## src/hw/rtl/mbf_pkg.sv

```systemverilog
// Package of the multipass biquad filter: widths, register map, reset values and shared types.
package mbf_pkg;

   localparam int BLOCK_DEPTH_DEF    = 64;
   localparam int COEF_FRAC_BITS_DEF = 30;

   localparam int SAMPLE_W   = 32;
   localparam int RESULT_W   = 48;
   localparam int COEF_W     = 32;
   localparam int ACC_W      = 64;
   localparam int PASS_W     = 8;
   localparam int CSR_ADDR_W = 5;
   localparam int CSR_DATA_W = 32;
   localparam int REG_IDX_W  = 3;

   localparam logic [REG_IDX_W-1:0] REG_COEF_FF0 = 3'd0;
   localparam logic [REG_IDX_W-1:0] REG_COEF_FF1 = 3'd1;
   localparam logic [REG_IDX_W-1:0] REG_COEF_FF2 = 3'd2;
   localparam logic [REG_IDX_W-1:0] REG_COEF_FB1 = 3'd3;
   localparam logic [REG_IDX_W-1:0] REG_COEF_FB2 = 3'd4;
   localparam logic [REG_IDX_W-1:0] REG_PASSES   = 3'd5;

   localparam logic signed [COEF_W-1:0] COEF_FF0_RST = 32'sd16931232;
   localparam logic signed [COEF_W-1:0] COEF_FF1_RST = 32'sd33862464;
   localparam logic signed [COEF_W-1:0] COEF_FF2_RST = 32'sd16931232;
   localparam logic signed [COEF_W-1:0] COEF_FB1_RST = -32'sd1770756212;
   localparam logic signed [COEF_W-1:0] COEF_FB2_RST = 32'sd764739313;
   localparam logic [PASS_W-1:0]        PASSES_RST   = 8'd1;

   typedef struct packed {
      logic signed [SAMPLE_W-1:0] sample;
      logic                       block_end;
   } req_word_type;

   typedef struct packed {
      logic signed [RESULT_W-1:0] filtered;
      logic                       result_end;
   } rsp_word_type;

   typedef struct packed {
      logic signed [COEF_W-1:0] coef_ff0;
      logic signed [COEF_W-1:0] coef_ff1;
      logic signed [COEF_W-1:0] coef_ff2;
      logic signed [COEF_W-1:0] coef_fb1;
      logic signed [COEF_W-1:0] coef_fb2;
      logic [PASS_W-1:0]        passes;
   } cfg_type;

   typedef struct packed {
      logic load_wr;
      logic clr_state;
      logic smp_rd;
      logic ld_x;
      logic st_y;
      logic st_yq;
      logic st_mul;
      logic st_psum;
      logic st_sub;
      logic st_upd;
      logic wb_smp;
      logic wb_res;
      logic res_rd;
   } dp_cmd_type;

endpackage

```

## src/hw/rtl/mbf_ctrl.sv

```systemverilog
// Controller of the multipass biquad filter: loading, pass and sample sequencing, result output.
module mbf_ctrl import mbf_pkg::*; #(
   parameter int BLOCK_DEPTH = BLOCK_DEPTH_DEF
) (
   input  logic                           clock,
   input  logic                           reset,
   input  logic                           req_valid,
   input  logic                           req_block_end,
   output logic                           req_ready,
   output logic                           rsp_valid,
   input  logic                           rsp_ready,
   output logic                           rsp_end,
   input  logic [PASS_W-1:0]              passes,
   output dp_cmd_type                     cmd,
   output logic [$clog2(BLOCK_DEPTH)-1:0] wr_addr,
   output logic [$clog2(BLOCK_DEPTH)-1:0] rd_addr
);

   localparam int AW = $clog2(BLOCK_DEPTH);
   localparam int CW = $clog2(BLOCK_DEPTH + 1);

   localparam logic [3:0] ST_LOAD      = 4'd0;
   localparam logic [3:0] ST_PRE_RD    = 4'd1;
   localparam logic [3:0] ST_PRE_MUL   = 4'd2;
   localparam logic [3:0] ST_Y         = 4'd3;
   localparam logic [3:0] ST_YQ        = 4'd4;
   localparam logic [3:0] ST_MUL       = 4'd5;
   localparam logic [3:0] ST_PSUM      = 4'd6;
   localparam logic [3:0] ST_SUB       = 4'd7;
   localparam logic [3:0] ST_UPD       = 4'd8;
   localparam logic [3:0] ST_EMIT_RD   = 4'd9;
   localparam logic [3:0] ST_EMIT_SEND = 4'd10;

   logic [3:0]        state_ff, state_in;
   logic [CW-1:0]     fill_ff, fill_in;
   logic [AW-1:0]     idx_ff, idx_in;
   logic [PASS_W-1:0] pass_ff, pass_in;
   logic [PASS_W-1:0] final_pass;
   logic              last_idx;
   logic              last_pass;

   assign final_pass = (passes == '0) ? '0 : passes - PASS_W'(1);
   assign last_pass  = (pass_ff == final_pass);
   assign last_idx   = (idx_ff == AW'(fill_ff - CW'(1)));

   always_comb begin
      state_in = state_ff;
      fill_in  = fill_ff;
      idx_in   = idx_ff;
      pass_in  = pass_ff;
      cmd      = '0;
      unique case (state_ff)
         ST_LOAD: begin
            if (req_valid) begin
               cmd.load_wr   = 1'b1;
               cmd.clr_state = (fill_ff == '0);
               fill_in       = fill_ff + CW'(1);
               if (req_block_end || fill_ff == CW'(BLOCK_DEPTH - 1)) begin
                  idx_in   = '0;
                  pass_in  = '0;
                  state_in = ST_PRE_RD;
               end
            end
         end
         ST_PRE_RD: begin
            cmd.smp_rd = 1'b1;
            state_in   = ST_PRE_MUL;
         end
         ST_PRE_MUL: begin
            cmd.ld_x = 1'b1;
            state_in = ST_Y;
         end
         ST_Y: begin
            cmd.st_y = 1'b1;
            state_in = ST_YQ;
         end
         ST_YQ: begin
            cmd.st_yq = 1'b1;
            state_in  = ST_MUL;
         end
         ST_MUL: begin
            cmd.st_mul = 1'b1;
            state_in   = ST_PSUM;
         end
         ST_PSUM: begin
            cmd.st_psum = 1'b1;
            state_in    = ST_SUB;
         end
         ST_SUB: begin
            cmd.st_sub = 1'b1;
            cmd.wb_res = last_pass;
            cmd.wb_smp = !last_pass;
            cmd.smp_rd = !last_idx;
            state_in   = ST_UPD;
         end
         ST_UPD: begin
            cmd.st_upd = 1'b1;
            cmd.ld_x   = !last_idx;
            if (!last_idx) begin
               idx_in   = idx_ff + AW'(1);
               state_in = ST_Y;
            end else if (last_pass) begin
               idx_in   = '0;
               state_in = ST_EMIT_RD;
            end else begin
               idx_in   = '0;
               pass_in  = pass_ff + PASS_W'(1);
               state_in = ST_PRE_RD;
            end
         end
         ST_EMIT_RD: begin
            cmd.res_rd = 1'b1;
            state_in   = ST_EMIT_SEND;
         end
         ST_EMIT_SEND: begin
            if (rsp_ready) begin
               if (last_idx) begin
                  fill_in  = '0;
                  state_in = ST_LOAD;
               end else begin
                  cmd.res_rd = 1'b1;
                  idx_in     = idx_ff + AW'(1);
               end
            end
         end
         default: begin
            state_in = ST_LOAD;
         end
      endcase
   end

   always_ff @(posedge clock) begin
      if (reset) begin
         state_ff <= ST_LOAD;
         fill_ff  <= '0;
         idx_ff   <= '0;
         pass_ff  <= '0;
      end else begin
         state_ff <= state_in;
         fill_ff  <= fill_in;
         idx_ff   <= idx_in;
         pass_ff  <= pass_in;
      end
   end

   assign req_ready = (state_ff == ST_LOAD);
   assign rsp_valid = (state_ff == ST_EMIT_SEND);
   assign rsp_end   = last_idx;
   assign wr_addr   = (state_ff == ST_LOAD) ? fill_ff[AW-1:0] : idx_ff;
   assign rd_addr   = (state_ff == ST_PRE_RD || state_ff == ST_EMIT_RD) ? '0
                                                                          : idx_ff + AW'(1);

endmodule

```

## config.mk

```make
export PLATFORM = sky130hd
export DESIGN_NAME = mbf_ctrl
export DESIGN_NICKNAME = d
export VERILOG_FILES = /design/src/hw/rtl/mbf_pkg.sv /design/src/hw/rtl/mbf_ctrl.sv
export SDC_FILE = /design/constraint.sdc
export NUM_CORES = 1
export LEC_CHECK = 0
export BUFFER_PORTS_ARGS = -buffer_cell sky130_fd_sc_hd__buf_2
export CORE_MARGIN = 2
export CORE_UTILIZATION = 61
export DETAILED_ROUTE_END_ITERATION = 10
export PLACE_DENSITY = 0.86
export SETUP_SLACK_MARGIN = 0.5
export SYNTH_ARGS = -nofsm -noshare
export SYNTH_HDL_FRONTEND = slang
export SYNTH_SLANG_ARGS = --single-unit
```

## constraint.sdc

```tcl
create_clock -name clock -period 6.3 [get_ports clock]
set_input_delay 1.26 -clock clock [delete_from_list [all_inputs] [get_ports clock]]
set_output_delay 1.26 -clock clock [all_outputs]
set_load 0.005 [all_outputs]
```

# Word level (Yosys, flattened, before mapping)
# Cells that the tools add are included.
# op_classes
eq_ne,20
add_sub_neg,5
mux,39
n_reduce_logical,14
# ops
op,n
case mux 4 bit (11 select lines),1
two-way mux 6 bit,7
two-way mux 8 bit,5
two-way mux 4 bit,6
two-way mux 7 bit,3
case mux 6 bit (3 select lines),1
"== test 4 x 3 -> 1 bit, second input constant",4
case mux 8 bit (2 select lines),1
case mux 7 bit (2 select lines),1
"== test 4 bit, second input constant",3
AND reduction 5 bit,2
"adder 8 x 1 -> 8 bit, second input constant",1
"== test 4 x 2 -> 1 bit, second input constant",2
== test 8 bit,1
logical NOT 8 bit,1
two-way mux 1 bit,8
"inequality test 2 bit, second input constant",4
AND reduction 4 bit,2
"subtractor 8 x 1 -> 8 bit, second input constant",1
"adder 7 x 1 -> 7 bit, second input constant",1
"== test 7 x 6 -> 1 bit, second input constant",1
logical NOT 7 bit,1
"adder 6 x 1 -> 6 bit, second input constant",1
== test 6 bit,1
other kinds (10),19
# totals
register_bits,25
input_bits,13

# Depth between registers and ports, before layout
# logic_depth
ltp_word,6
ltp_mapped,11

# Least setup slack after synthesis
# No wires, ideal clock.
# synth_path
path_kind,input -> output
from,input port passes[0]
to,output port cmd[2] (netlist bit)
slack_ps,1832
stages,9
arrival_time_ps,3208
cell_sequence,inv_1 > ha_1 > or3b_2 > clkbuf_1 > nor2_1 > and4b_1 > or4_4 > and2_2 > nor2_1
# synth_lines
item,line,text
"start, declared",mbf_ctrl.sv:13,"input logic [PASS_W-1:0] passes,"
"end, declared",mbf_ctrl.sv:14,"output dp_cmd_type cmd,"

==> impl_results.md <==
- Status: complete, no violations
- Hold Buf Count CTS: 0
- PwrDens: roughly 150 nW/um^2
- Number of synthesized flops with an enable pin: 0
- Routability cong.: about 0.83
- Crit path time final: between 4000 and 5000 ps
- Finish-stage setup viols: 0
- Setup Fix Bufs, Post-CTS: 0
- Min-Delay Path Class: reg -> reg
- CP Class: in -> out
- DR vias: between 2000 and 2500
- Worst vdd ir: approximately 0.13 mV
- Diode count: 0
- Crit path max-delay family: simple AND/OR/NAND/NOR gates
- Sw Pwr: around 0.00013 W
- Remaining DRCs: 0
- Synth async-reset ratio: 0%
- Fmax: approximately 210 MHz
- Wire per inst: 14.5 um
- Post-Synth Adder-Cell Area: 2.81%
- P_leak: 0.971 nW
- Switching power share of the total: between 30% and 40%
- Worst R2R Setup Slack: just under 3000 ps
- CORE AREA: ~3400 sq um
- Most used flip-flop cell after synthesis: dfxtp_1
- Clock power share: 21.1%
- Total iterations of the first detailed-routing run: 4
- Mux share of post-synthesis cell area: about 3.3%
- Post-Layout Cell Count: between 300 and 400
- WHS: approximately 530 ps
- Least-Margin Pin Slew: 1050 ps
- Power Internal: approximately 0.00023 W
- Die Wd: approximately 64 um
- Setup Skew: between 15 and 20 ps
- Xor/xnor share of the synthesized area: 8.25%
- Buf/Inv on CP: 3
- Routed WL: approximately 5400 um
- Inst Count DP: 368
- Clock Sinks: 25
- Yosys reg bits: 25
- Clk buf depth: 2
- Comb pwr share: 30.5%
- Synth Instances: 297
- Max H-tree Level: 1
- Congestion Overflow GR: 0
- CTS clock-pin slew for the worst setup and hold paths: approximately 140 ps
- Clock Latency Late Sink: roughly 340 ps
- First-pass GRT wire length: around 9400 um
- CTS tree: yes
- Maximum fanout along the worst path: 8
- Initial antenna violation count: 0
- Crit end category: output pin
- Headroom to the max-slew limit: 30.1%
- Syn Nets: between 300 and 400
- Worst path arrival time: 3540 ps
- Crit path launch type: input pin
- Port bufs: 40
- Fin. max-slew vios: 0
- Row Count: 21
- Layout cell share with drive strength beyond 1: just under 20%
- Final Cycle Share: about 76%
- Syn Std Cell Area: 2230 sq um
- Nets: approximately 350
- Root Buffer Master: clkbuf_4
- DRT antenna net count: 0
- Simple-gate area share of the yosys netlist: 33.9%
- Maxcap violations: 0
- DIE AREA: approximately 4200 sq um
- RSZ-0062 raised after global routing: false
- Critical Path, Cell by Cell: buf_2 > inv_1 > ha_1 > or3b_2 > nor2_1 > and4b_1 > or4_4 > and2_2 > nor2_1 > buf_2
- Largest net degree at the start of global routing: 18
- Initial Util: about two thirds
- Yosys warns: 0
- Placement Cell Area: ~2400 sq um
- Mapped Avg Cell Area: roughly 7.5 sq um
- Sequential power share: roughly 48%
- CP max-delay cell: or3b_2
- Setup_tns: 0 ps
- HPWL Detailed: around 4100 um
- Io pins: 41
- Synthesis-to-finish area growth: 10.3%
- Vias/cell: about 6.2
- Synth Area in Compound Gates: a little under a quarter
- Die H: about 64 um
- Sequential share of the synthesized area: approximately 22%
- Largest family of logic cells by synthesized area: simple AND/OR/NAND/NOR gates
- Pwr Total: 0.000365 W
- Final Hold Viols: 0
- Resized cells post-CTS: 0
- Worst Path Required: between 5000 and 6000 ps
- Vias in the first global route: ~2100
- Cell variety after synth: 56
- Final instance area: roughly 2500 sq um
- CP peak stage delay: roughly 570 ps
- Num CTS Buffers: 3
- GRT Resource Usage Total: a little over a quarter
- Initial DRC count: approximately 230
synthesized netlist by cell type, types with 5 or more instances:
cell / instances / area share (%)
a21oi_1: 15 / 3.4
clkbuf_1: 13 / 2.2
dfxtp_1: 25 / 22
ha_1: 5 / 2.8
inv_1: 21 / 3.5
nand2_1: 24 / 4.0
nand2b_1: 11 / 3.1
nand3_1: 16 / 3.6
nor2_1: 23 / 3.9
nor2b_1: 6 / 1.7
nor3_1: 10 / 2.2
nor4_1: 5 / 1.4
nor4b_1: 6 / 2.4
o211ai_1: 5 / 1.7
o21ai_0: 13 / 2.9
or3_1: 7 / 2.0
xnor2_1: 13 / 5.1
xor2_1: 8 / 3.1
path summary, 6_finish.rpt:
check	startpoint	end	cells after the start
worst max-delay path	passes[0]	cmd[2]	10
worst min-delay path	pass_ff[6]$_SDFFE_PP0P_	pass_ff[6]$_SDFFE_PP0P_	2
worst max register to register	fill_ff[0]$_SDFFE_PP0P_	idx_ff[1]$_SDFFE_PP0P_	10
worst min register to register	pass_ff[6]$_SDFFE_PP0P_	pass_ff[6]$_SDFFE_PP0P_	2
power groups by stage:
| stage | combinational (W) | clock (W) | sequential (W) |
|---|---|---|---|
| finish | 0.000111 | 0.0000770 | 0.000176 |
| global route | 0.000125 | 0.0000848 | 0.000178 |
| CTS | 0.000110 | 0.0000776 | 0.000176 |
| detailed placement | 0.000110 | 0 | 0.000180 |
| global placement | 0.000107 | 0 | 0.000179 |
| floorplan | 0.0000873 | 0 | 0.000170 |
per-stage QoR:
stage	worst slack (ps)	util (%)
3_5_place_dp	1550	71.1
2_1_floorplan	1830	-
5_1_grt	1330	72.0
3_3_place_gp	1610	71.1
4_1_cts	1530	72.0
6_report	1500	72.0
flip-flops by register name (all words and copies together), names as in the netlist:
signal / flops
state_ff: 4
fill_ff: 7
idx_ff: 6
pass_ff: 8
layout make-up:
class | count | area, sq um
timing repair buffer | 40 | 200
multi-input combinational | 236 | 1590
clock inverter | 1 | 7.51
tap | 46 | 57.6
clock buffer | 3 | 22.5
sequential | 25 | 500
fill | 292 | 956
inverter | 21 | 78.8
placed cells by master, fill, tap and decap left out, types with 3 or more instances in the layout:
cell type | Yosys | final
clkbuf_4 | 0 | 3
o21ai_0 | 13 | 13
or2_2 | 3 | 3
o32ai_1 | 4 | 4
or4_1 | 4 | 4
nand2b_1 | 11 | 11
o31a_1 | 3 | 3
or3_1 | 7 | 7
nor3_1 | 10 | 10
a21oi_1 | 15 | 15
mux2i_1 | 4 | 4
o211ai_1 | 5 | 5
nor4b_1 | 6 | 6
nand3_1 | 16 | 16
buf_2 | 0 | 40
a31oi_1 | 4 | 4
xor2_1 | 8 | 8
nor4_1 | 5 | 4
nor2_1 | 23 | 23
dfxtp_1 | 25 | 25
nor2b_1 | 6 | 6
or3b_2 | 3 | 3
nor3b_1 | 3 | 3
ha_1 | 5 | 5
mux2_2 | 3 | 3
xnor2_1 | 13 | 13
a211oi_1 | 3 | 3
inv_1 | 21 | 21
nand2_1 | 24 | 24
worst register-to-register path: stages (launching register included):
cell,delay (ps)
dfxtp_1,540
inv_1,90
ha_1,250
and2_1,190
a211o_1,290
a31oi_1,340
or2_2,230
inv_1,120
o21ai_0,620
or3b_2,500
a21oi_1,160
layer usage:
layer	global-route usage, %	share of wire, %
met5	0	0
met4	6.38	0.52
met3	4.69	7.0
met2	46.0	47
met1	36.7	45
cell families (layout without fill, tap and decap cells):
group	after synthesis	after routing
AO/OA/AOI/OAI	68	68
XOR/XNOR	21	21
adder cells (fa/ha/maj)	5	5
buffers and inverters	36	65
flip-flops	25	25
multiplexers	7	7
AND/OR/NAND/NOR	135	135
No activity file was read; power rests on OpenSTA's default activity.
